--- config.mk ---
export PLATFORM = sky130hd
export DESIGN_NAME = connection_tuple_lookup
export DESIGN_NICKNAME = d
export VERILOG_FILES = /design/src/rtl/ctl_pkg.sv /design/src/rtl/ctl_cell.sv /design/src/rtl/connection_tuple_lookup.sv
export SDC_FILE = /design/constraint.sdc
export NUM_CORES = 2
export LEC_CHECK = 0
export ABC_AREA = 1
export BUFFER_PORTS_ARGS = -buffer_cell sky130_fd_sc_hd__buf_2
export CORE_UTILIZATION = 45
export DETAILED_ROUTE_END_ITERATION = 7
export GPL_TIMING_DRIVEN = 0
export MAX_ROUTING_LAYER = met4
export PLACE_DENSITY_LB_ADDON = 0.2
export SKIP_CTS_REPAIR_TIMING = 1
export SYNTH_ARGS = -nofsm -noshare
export SYNTH_HDL_FRONTEND = slang
export SYNTH_SLANG_ARGS = --single-unit
--- constraint.sdc ---
create_clock -name clk -period 11.8 [get_ports clk]
set_input_delay 1.18 -clock clk [delete_from_list [all_inputs] [get_ports clk]]
set_output_delay 1.18 -clock clk [all_outputs]
set_load 0.01 [all_outputs]
--- src/rtl/ctl_pkg.sv ---
// Package for the connection tuple lookup block: item codes, entry and scan types.
// Used by ctl_cell and connection_tuple_lookup; depends on nothing else.
`timescale 1ns / 1ps

package ctl_pkg;

	// Default number of table slots.
	localparam int ENTRIES_DEF = 16;

	// Width of the slot index fields on the ports.
	localparam int SLOT_W = 4;

	// Item function codes.
	localparam logic FUNC_WRITE  = 1'b0;
	localparam logic FUNC_LOOKUP = 1'b1;

	// Result kind codes.
	localparam logic KIND_EXACT  = 1'b0;
	localparam logic KIND_LISTEN = 1'b1;

	// Flag value of an entry in the listen state.
	localparam logic ENTRY_LISTENING = 1'b1;

	// The four-tuple of a connection.
	typedef struct packed {
		logic [31:0] local_addr;
		logic [15:0] local_port_no;
		logic [31:0] remote_addr;
		logic [15:0] remote_port_no;
	} tuple_t;

	// Running result of a lookup as it moves down the chain.
	typedef struct packed {
		logic              exact;
		logic [SLOT_W-1:0] exact_slot;
		logic              listen;
		logic [SLOT_W-1:0] listen_slot;
	} scan_t;

endpackage

--- src/rtl/ctl_cell.sv ---
// One cell of the lookup chain: holds one table slot and updates the passing scan.
// Depends on ctl_pkg.
`timescale 1ns / 1ps

module ctl_cell
	import ctl_pkg::*;
#(
	parameter int IDX = 0
) (
	input  logic              clk,
	input  logic              arst_n,
	input  logic              wr_en,
	input  logic [SLOT_W-1:0] wr_slot,
	input  tuple_t            wr_tuple,
	input  logic              wr_listening,
	input  logic              wr_valid,
	input  tuple_t            key,
	input  scan_t             scan_in,
	input  logic              step_in,
	output scan_t             scan_out,
	output logic              step_out
);

	tuple_t entry_q;
	logic   listening_q;
	logic   valid_q;
	logic   sel;
	logic   match_exact;
	logic   match_listen;
	scan_t  scan_nx;
	scan_t  scan_s1;
	logic   step_s1;

	// A write lands here only when the slot index names this cell.
	assign sel = wr_en && (32'(wr_slot) == IDX);

	// Stored entry; the valid flag alone is cleared at reset.
	always_ff @(posedge clk or negedge arst_n) begin
		if (!arst_n) begin
			valid_q <= 1'b0;
		end else if (sel) begin
			valid_q <= wr_valid;
		end
	end

	always_ff @(posedge clk) begin
		if (sel) begin
			entry_q     <= wr_tuple;
			listening_q <= wr_listening;
		end
	end

	// Compare this slot against the key of the lookup.
	assign match_exact = valid_q && (entry_q == key);
	assign match_listen = valid_q && (listening_q == ENTRY_LISTENING) &&
		(entry_q.local_port_no == key.local_port_no) &&
		((entry_q.local_addr == 32'd0) || (entry_q.local_addr == key.local_addr));

	// The first exact match is kept; a later listening match replaces an earlier one.
	always_comb begin
		scan_nx = scan_in;
		if (!scan_in.exact) begin
			if (match_exact) begin
				scan_nx.exact      = 1'b1;
				scan_nx.exact_slot = SLOT_W'(IDX);
			end else if (match_listen) begin
				scan_nx.listen      = 1'b1;
				scan_nx.listen_slot = SLOT_W'(IDX);
			end
		end
	end

	// Hand the scan to the next cell.
	always_ff @(posedge clk or negedge arst_n) begin
		if (!arst_n) begin
			step_s1 <= 1'b0;
		end else begin
			step_s1 <= step_in;
		end
	end

	always_ff @(posedge clk) begin
		if (step_in) begin
			scan_s1 <= scan_nx;
		end
	end

	assign scan_out = scan_s1;
	assign step_out = step_s1;

endmodule

--- src/rtl/connection_tuple_lookup.sv ---
// Top level of the connection tuple lookup: command port, key register and cell chain.
// Depends on ctl_pkg and ctl_cell.
`timescale 1ns / 1ps

// An item is taken when start is high and busy is low. A write (func = 0) updates
// its slot at that edge and its all-zero result shows on done in the next cycle;
// busy stays low, so a new item may follow at once. A lookup (func = 1) walks a
// chain of ENTRIES cells, one cell per cycle, and its result shows on done when it
// leaves the last cell; busy is high from its acceptance until that result, so no
// new item is taken while a lookup is in the chain. Each result is on the ports for
// exactly one cycle with done high and cannot be held off. Only the valid flags are
// cleared by reset; no clearing pass is needed.
module connection_tuple_lookup
	import ctl_pkg::*;
#(
	parameter int ENTRIES = ENTRIES_DEF
) (
	input  logic              clk,
	input  logic              arst_n,
	input  logic              start,
	output logic              busy,
	input  logic              func,
	input  logic [SLOT_W-1:0] slot,
	input  logic [31:0]       local_addr,
	input  logic [15:0]       local_port_no,
	input  logic [31:0]       remote_addr,
	input  logic [15:0]       remote_port_no,
	input  logic              listening,
	input  logic              entry_valid,
	output logic              done,
	output logic              hit,
	output logic [SLOT_W-1:0] hit_slot,
	output logic              hit_kind
);

	logic   accept;
	logic   wr_en;
	logic   lookup_go;
	logic   busy_q;
	logic   go_q;
	logic   wr_done_q;
	tuple_t key_q;
	tuple_t in_tuple;
	scan_t  scan [ENTRIES+1];
	logic   step [ENTRIES+1];
	logic   last_step;
	scan_t  last_scan;
	logic [ENTRIES-1:0] step_vec;

	assign accept    = start && !busy_q;
	assign wr_en     = accept && (func == FUNC_WRITE);
	assign lookup_go = accept && (func == FUNC_LOOKUP);

	assign in_tuple.local_addr     = local_addr;
	assign in_tuple.local_port_no  = local_port_no;
	assign in_tuple.remote_addr    = remote_addr;
	assign in_tuple.remote_port_no = remote_port_no;

	// Control: busy covers a lookup from its acceptance to its result.
	always_ff @(posedge clk or negedge arst_n) begin
		if (!arst_n) begin
			busy_q    <= 1'b0;
			go_q      <= 1'b0;
			wr_done_q <= 1'b0;
		end else begin
			go_q      <= lookup_go;
			wr_done_q <= wr_en;
			if (lookup_go) begin
				busy_q <= 1'b1;
			end else if (last_step) begin
				busy_q <= 1'b0;
			end
		end
	end

	// The key is held for the whole walk down the chain.
	always_ff @(posedge clk) begin
		if (lookup_go) begin
			key_q <= in_tuple;
		end
	end

	// Inject an empty scan at the head of the chain.
	assign scan[0] = '0;
	assign step[0] = go_q;

	for (genvar i = 0; i < ENTRIES; i++) begin : g_cell
		ctl_cell #(
			.IDX(i)
		) u_cell (
			.clk         (clk),
			.arst_n      (arst_n),
			.wr_en       (wr_en),
			.wr_slot     (slot),
			.wr_tuple    (in_tuple),
			.wr_listening(listening),
			.wr_valid    (entry_valid),
			.key         (key_q),
			.scan_in     (scan[i]),
			.step_in     (step[i]),
			.scan_out    (scan[i+1]),
			.step_out    (step[i+1])
		);
		assign step_vec[i] = step[i+1];
	end

	assign last_step = step[ENTRIES];
	assign last_scan = scan[ENTRIES];

	// Result ports: a write and a lookup result never share a cycle.
	always_comb begin
		done     = wr_done_q || last_step;
		hit      = 1'b0;
		hit_slot = '0;
		hit_kind = KIND_EXACT;
		if (last_step) begin
			if (last_scan.exact) begin
				hit      = 1'b1;
				hit_slot = last_scan.exact_slot;
			end else if (last_scan.listen) begin
				hit      = 1'b1;
				hit_slot = last_scan.listen_slot;
				hit_kind = KIND_LISTEN;
			end
		end
	end

	assign busy = busy_q;

	// At most one lookup walks the chain at a time.
	a_one_token: assert property (@(posedge clk) disable iff (!arst_n)
		$onehot0(step_vec))
		else $error("more than one lookup in the cell chain");

	// A lookup result only appears while busy is held.
	a_result_busy: assert property (@(posedge clk) disable iff (!arst_n)
		last_step |-> busy_q)
		else $error("lookup result without busy");

	// A write result never collides with a lookup result.
	a_no_collide: assert property (@(posedge clk) disable iff (!arst_n)
		wr_done_q |-> !last_step)
		else $error("write and lookup results in one cycle");

	// Busy falls only when the lookup result is delivered.
	a_busy_fall: assert property (@(posedge clk) disable iff (!arst_n)
		$fell(busy_q) |-> $past(last_step))
		else $error("busy dropped before the lookup result");

endmodule

# Word level (Yosys, flattened, before mapping)
# Cells that the tools add are included.
# op_classes
add_sub_neg	0
mul	0
div_mod_pow	0
order_cmp	0
n_eq_ne	63
n_shift	0
muxes	72
n_bitwise	1
n_reduce_logical	119
# ops
op	n
== test 96 bit	16
== test 32 bit	16
zero test 32 bit	16
== test 16 bit	16
2-to-1 mux 5 bit	47
2-to-1 mux 9 bit	15
logical AND 1 bit	83
== test 4 bit (second input constant)	8
logical OR 1 bit	17
== test 4 x 3 -> 1 bit (second input constant)	4
2-to-1 mux 4 bit	3
== test 4 x 2 -> 1 bit (second input constant)	2
2-to-1 mux 1 bit	7
== test 4 x 1 -> 1 bit (second input constant)	1
zero test 4 bit	1
nonzero test 2 bit	1
zero test 1 bit	1
inverter 1 bit	1
# word_totals
regBits	1843
latchBits	0
ramBits	0
romBits	0
inputBits	106
output_inout_bits	8
word_cells	438
memories	0

# Depth between registers and ports, before layout
# logic_depth
word_depth	6
mapped_depth	16
ltp_nobuf	14

# Modules after synthesis
# Synthesis repeated with hierarchy kept, for this count alone.
# hier_totals
hier_cells	10176
area_unflattened_um2	90274.1
# modules_own_cells
module	instances	cells_each	area_per_inst_um2	seq_area_each_um2
ctl_cell at g_cell[10].u_cell ...	6	636	5462.7	3263.1
ctl_cell at g_cell[1].u_cell ...	2	636	5481.5	3263.1
ctl_cell at g_cell[4].u_cell ...	2	635	5476.5	3263.1
ctl_cell at g_cell[11].u_cell ...	2	636	5461.5	3263.1
ctl_cell at g_cell[13].u_cell ...	2	635	5461.5	3263.1
ctl_cell at g_cell[0].u_cell	1	632	5484.0	3263.1
ctl_cell at g_cell[15].u_cell	1	518	5170.0	3263.1
connection_tuple_lookup	1	126	3081.7	2957.8

# Worst setup path before layout
# Ideal clock, no wire load.
# synth_path
kind	in2reg
startpoint	input start
endpoint	register go_q
setup_time_ns	0.844
t_arrival_ns	8.262
required_ns	10.956
slack_ns	2.693
path_stages	2
path_buffers	0
cell_sequence	inv_1 nor3b_1
# synth_via
elab_chain_len	2
# synth_rtl
item	line_no	source
from (decl)	connection_tuple_lookup.sv:20	input logic start,
logical AND 1 bit	connection_tuple_lookup.sv:50	assign accept = start && !busy_q;
logical AND 1 bit	connection_tuple_lookup.sv:52	assign lookup_go = accept && (func == FUNC_LOOKUP);
net lookup_go	connection_tuple_lookup.sv:38	logic lookup_go;
to (signal assigned)	connection_tuple_lookup.sv:66	go_q <= lookup_go;
to (decl)	connection_tuple_lookup.sv:40	logic go_q;
# The timed path passes the listed nets, and every way through them passes these cells.
# A chain may end at the register's enable or synchronous reset.

==> metrics.txt <==
Clock Latency Late Sink=900 ps; Final Hold Viols=0; Max-Slew Margin vs Limit=-8.00%; leakage=36.7 nW; Port Buffer Count=113; Remaining DRCs=3; Synth Area in Simple Gates=20.0%; die area=191000 µm²; compound-cell area share of the yosys netlist=1.60%; fillers=16500; initial antenna violation count=49; Multi-input gate area=26400 µm²; Sequential cell area=54300 µm²; worst reg-to-reg setup slack=6990 ps; power per cell area=153 nW/µm²; Synth Area per Inst=10.8 µm²; failing checks=DRC, capacitance limit, slew limit; mux share of post-synthesis cell area=0%; TritonCTS Buffers=199; CP Data Arrival Time=5440 ps; synthesis-to-finish area growth=14.2%; Setup Skew=61.9 ps; Yosys top cell by area=edfxtp_1; fin. max-slew vios=14; row count=159; Max VDD drop=0.193 mV; DP Area=90500 µm²; Hold/Removal Path Class=register to register; Yosys cell types=46; R2R cell count=10; DP Wirelength=308000 µm; vias in the first global route=59100; synthesized-area fraction occupied by adder cells=0%; Iter 0 DRT Violations=9856; Via density=5.80; largest net degree at the start of global routing=36; max cap viols=3; status=finished with violations; routability congestion estimate from global placement=1.12; worst r2r src=key_q[44]; Worst setup EP type=register; Design Power=0.0149 W; I/O pin cnt=114; layout cells sized above 1=11.4%; GRT Total Usage=44.2%; Critical path origin=key_q[44]; RSZ-0062 raised after global routing=false; initial core utilization=45.3%; hold path startpoint=go_q; #FFs+latches synth=1813; final instance area=97400 µm²; Chip Height=437 µm; critical path class=register to register; Setup crit start kind=register; sequential area share after synthesis=63.7%; first-pass GRT wire length=537000 µm; Fmax achieved=0.208 GHz; WP data required=12430 ps; CTS Root Cell=clkbuf_16; Synth top area share=62.6%; Die Wd=437 µm; GRT overflow=0; Synth Instances=7925; via count=64000; Final ANT Viol Nets=0; crit share post-route=40.8%; xor/xnor cell area share of the yosys netlist=9.23%; Longest Clk Path Bufs=3; nets@finish=8420; Main synth FF type=edfxtp_1; Async S/R FF share, synth=1.93%; H-tree lvl count=4; Yosys warning count=0; EDFF count, synth=1778; measured slew at the worst slew-check pin=1600 ps; core area=188000 µm²; Final setup violation count=0; DR pass1 iterations=8; peak fanout along the critical path=10; Clock transition at path regs=60 ps; ranking of synthesized cells by area=edfxtp_1 (63%), nand2_1 (9.3%), xnor2_1 (5.6%); mapped cell area=85300 µm²; Avg WL per Cell=37.6 µm; Hold Path Stages=0; Syn Nets=8031; TritonCTS clock tree=done; min Tclk post-route=4810 ps; main combinational cell family by area after synthesis=simple AND/OR/NAND/NOR gates; Routed WL=415000 µm; TritonCTS Sinks=1813
==> cell type report <==
cell class | count | share of cell area (%)
diodes | 47 | 0.121
plain buffers | 225 | 2.01
clock buffers | 236 | 5.34
clock inverters | 136 | 1.60
inverters | 736 | 2.84
multi-input cells | 5151 | 27.1
flip-flops and latches | 1813 | 55.7
well taps | 2495 | 3.21
repair buffers | 188 | 2.04
==> metal layers <==
| metal | vias to the layer above | global-route usage (%) | wire (µm) |
|---|---|---|---|
| li1 | 27200 | - | - |
| met2 | 4078 | 65.8 | 183000 |
| met5 | - | - | 0 |
| met4 | 0 | 34.4 | 40600 |
| met3 | 1006 | 8.30 | 40300 |
| met1 | 31700 | 53.2 | 151000 |
==> metrics by stage <==
stage	utilization [%]	setup slack, ps	std cells	TNS [ps]	hold WS (ps)
CTS	51.7	7240	11000	0	433
global placement	47.3	-8500	10500	-777430	400
detailed placement	48.1	7270	10600	0	426
floorplan	-	2690	7925	0	391
finish	51.8	6990	11000	0	438
global route	51.8	7330	11000	0	443
==> cell families after synthesis <==
family | Yosys count
AOI/OAI and AO/OA | 247
xor gates and xnor gates | 898
and+or+nand+nor | 4006
buffers and inverters | 961
DFF | 1813
==> power by group <==
group | switching [W] | internal, W
sequential | 0.0000581 | 0.00715
clock | 0.00281 | 0.00370
combinational | 0.000942 | 0.000284
total | 0.00381 | 0.0111
==> path summary, 6_finish.rpt <==
check / endpoint
max: g_cell[9].u_cell.scan_out[3]
max in group asynchronous: g_cell[2].u_cell.valid_q
min: g_cell[0].u_cell.step_out
max reg2reg: g_cell[9].u_cell.scan_out[3]
min in group asynchronous: g_cell[15].u_cell.step_out
min reg2reg: g_cell[0].u_cell.step_out
==> cell usage in the layout, fill, tap and decap left out, types with 20 or more instances in the layout <==
master        n
xnor2_1     542
or2_2       163
diode_2      47
clkinv_2     51
buf_6       129
xor2_1      353
nor3b_1      20
nand3_1     201
nand4_1     237
clkinv_1     32
clkbuf_1     38
buf_2       173
nor3_1       89
edfxtp_1   1778
nand3b_1     22
nand2_1    2114
bufinv_16    24
nor2_1      968
inv_1       699
buf_12       59
nor4_1      121
buf_4        40
clkbuf_16   201
inv_2        34
o21ai_0     145
a21oi_1      32
o22ai_1      36
dfrtp_1      35
==> critical path: stages, from the launching register on <==
cell,delay (ps)
edfxtp_1,350
buf_4,210
buf_6,220
xnor2_1,1160
nand3_1,850
nor2_1,550
nand3_1,120
nor2_1,590
nand4_1,230
nand2_1,150
nand2_1,90
==> state kept, by name, indices dropped and copies added, names as in the netlist <==
signal	cells
key_q	96
busy	1
g_cell.u_cell.entry_q	1536
g_cell.u_cell.scan_out	130
g_cell.u_cell.step_out	16
g_cell.u_cell.valid_q	16
go_q	1
g_cell.u_cell.listening_q	16
wr_done_q	1
==> cells in the mapped netlist, types with 21 or more instances <==
library cell	count
or2_2	163
nand3_1	201
nor3b_1	21
edfxtp_1	1778
o22ai_1	36
nor2_1	984
xor2_1	353
nor4_1	121
inv_2	34
nor3_1	91
a21oi_1	32
o21ai_0	146
nand4_1	237
xnor2_1	545
nand2_1	2114
dfrtp_1	35
buf_6	118
buf_4	40
buf_2	60
inv_1	699
nand3b_1	22
Power figures use the tool's default switching activity.
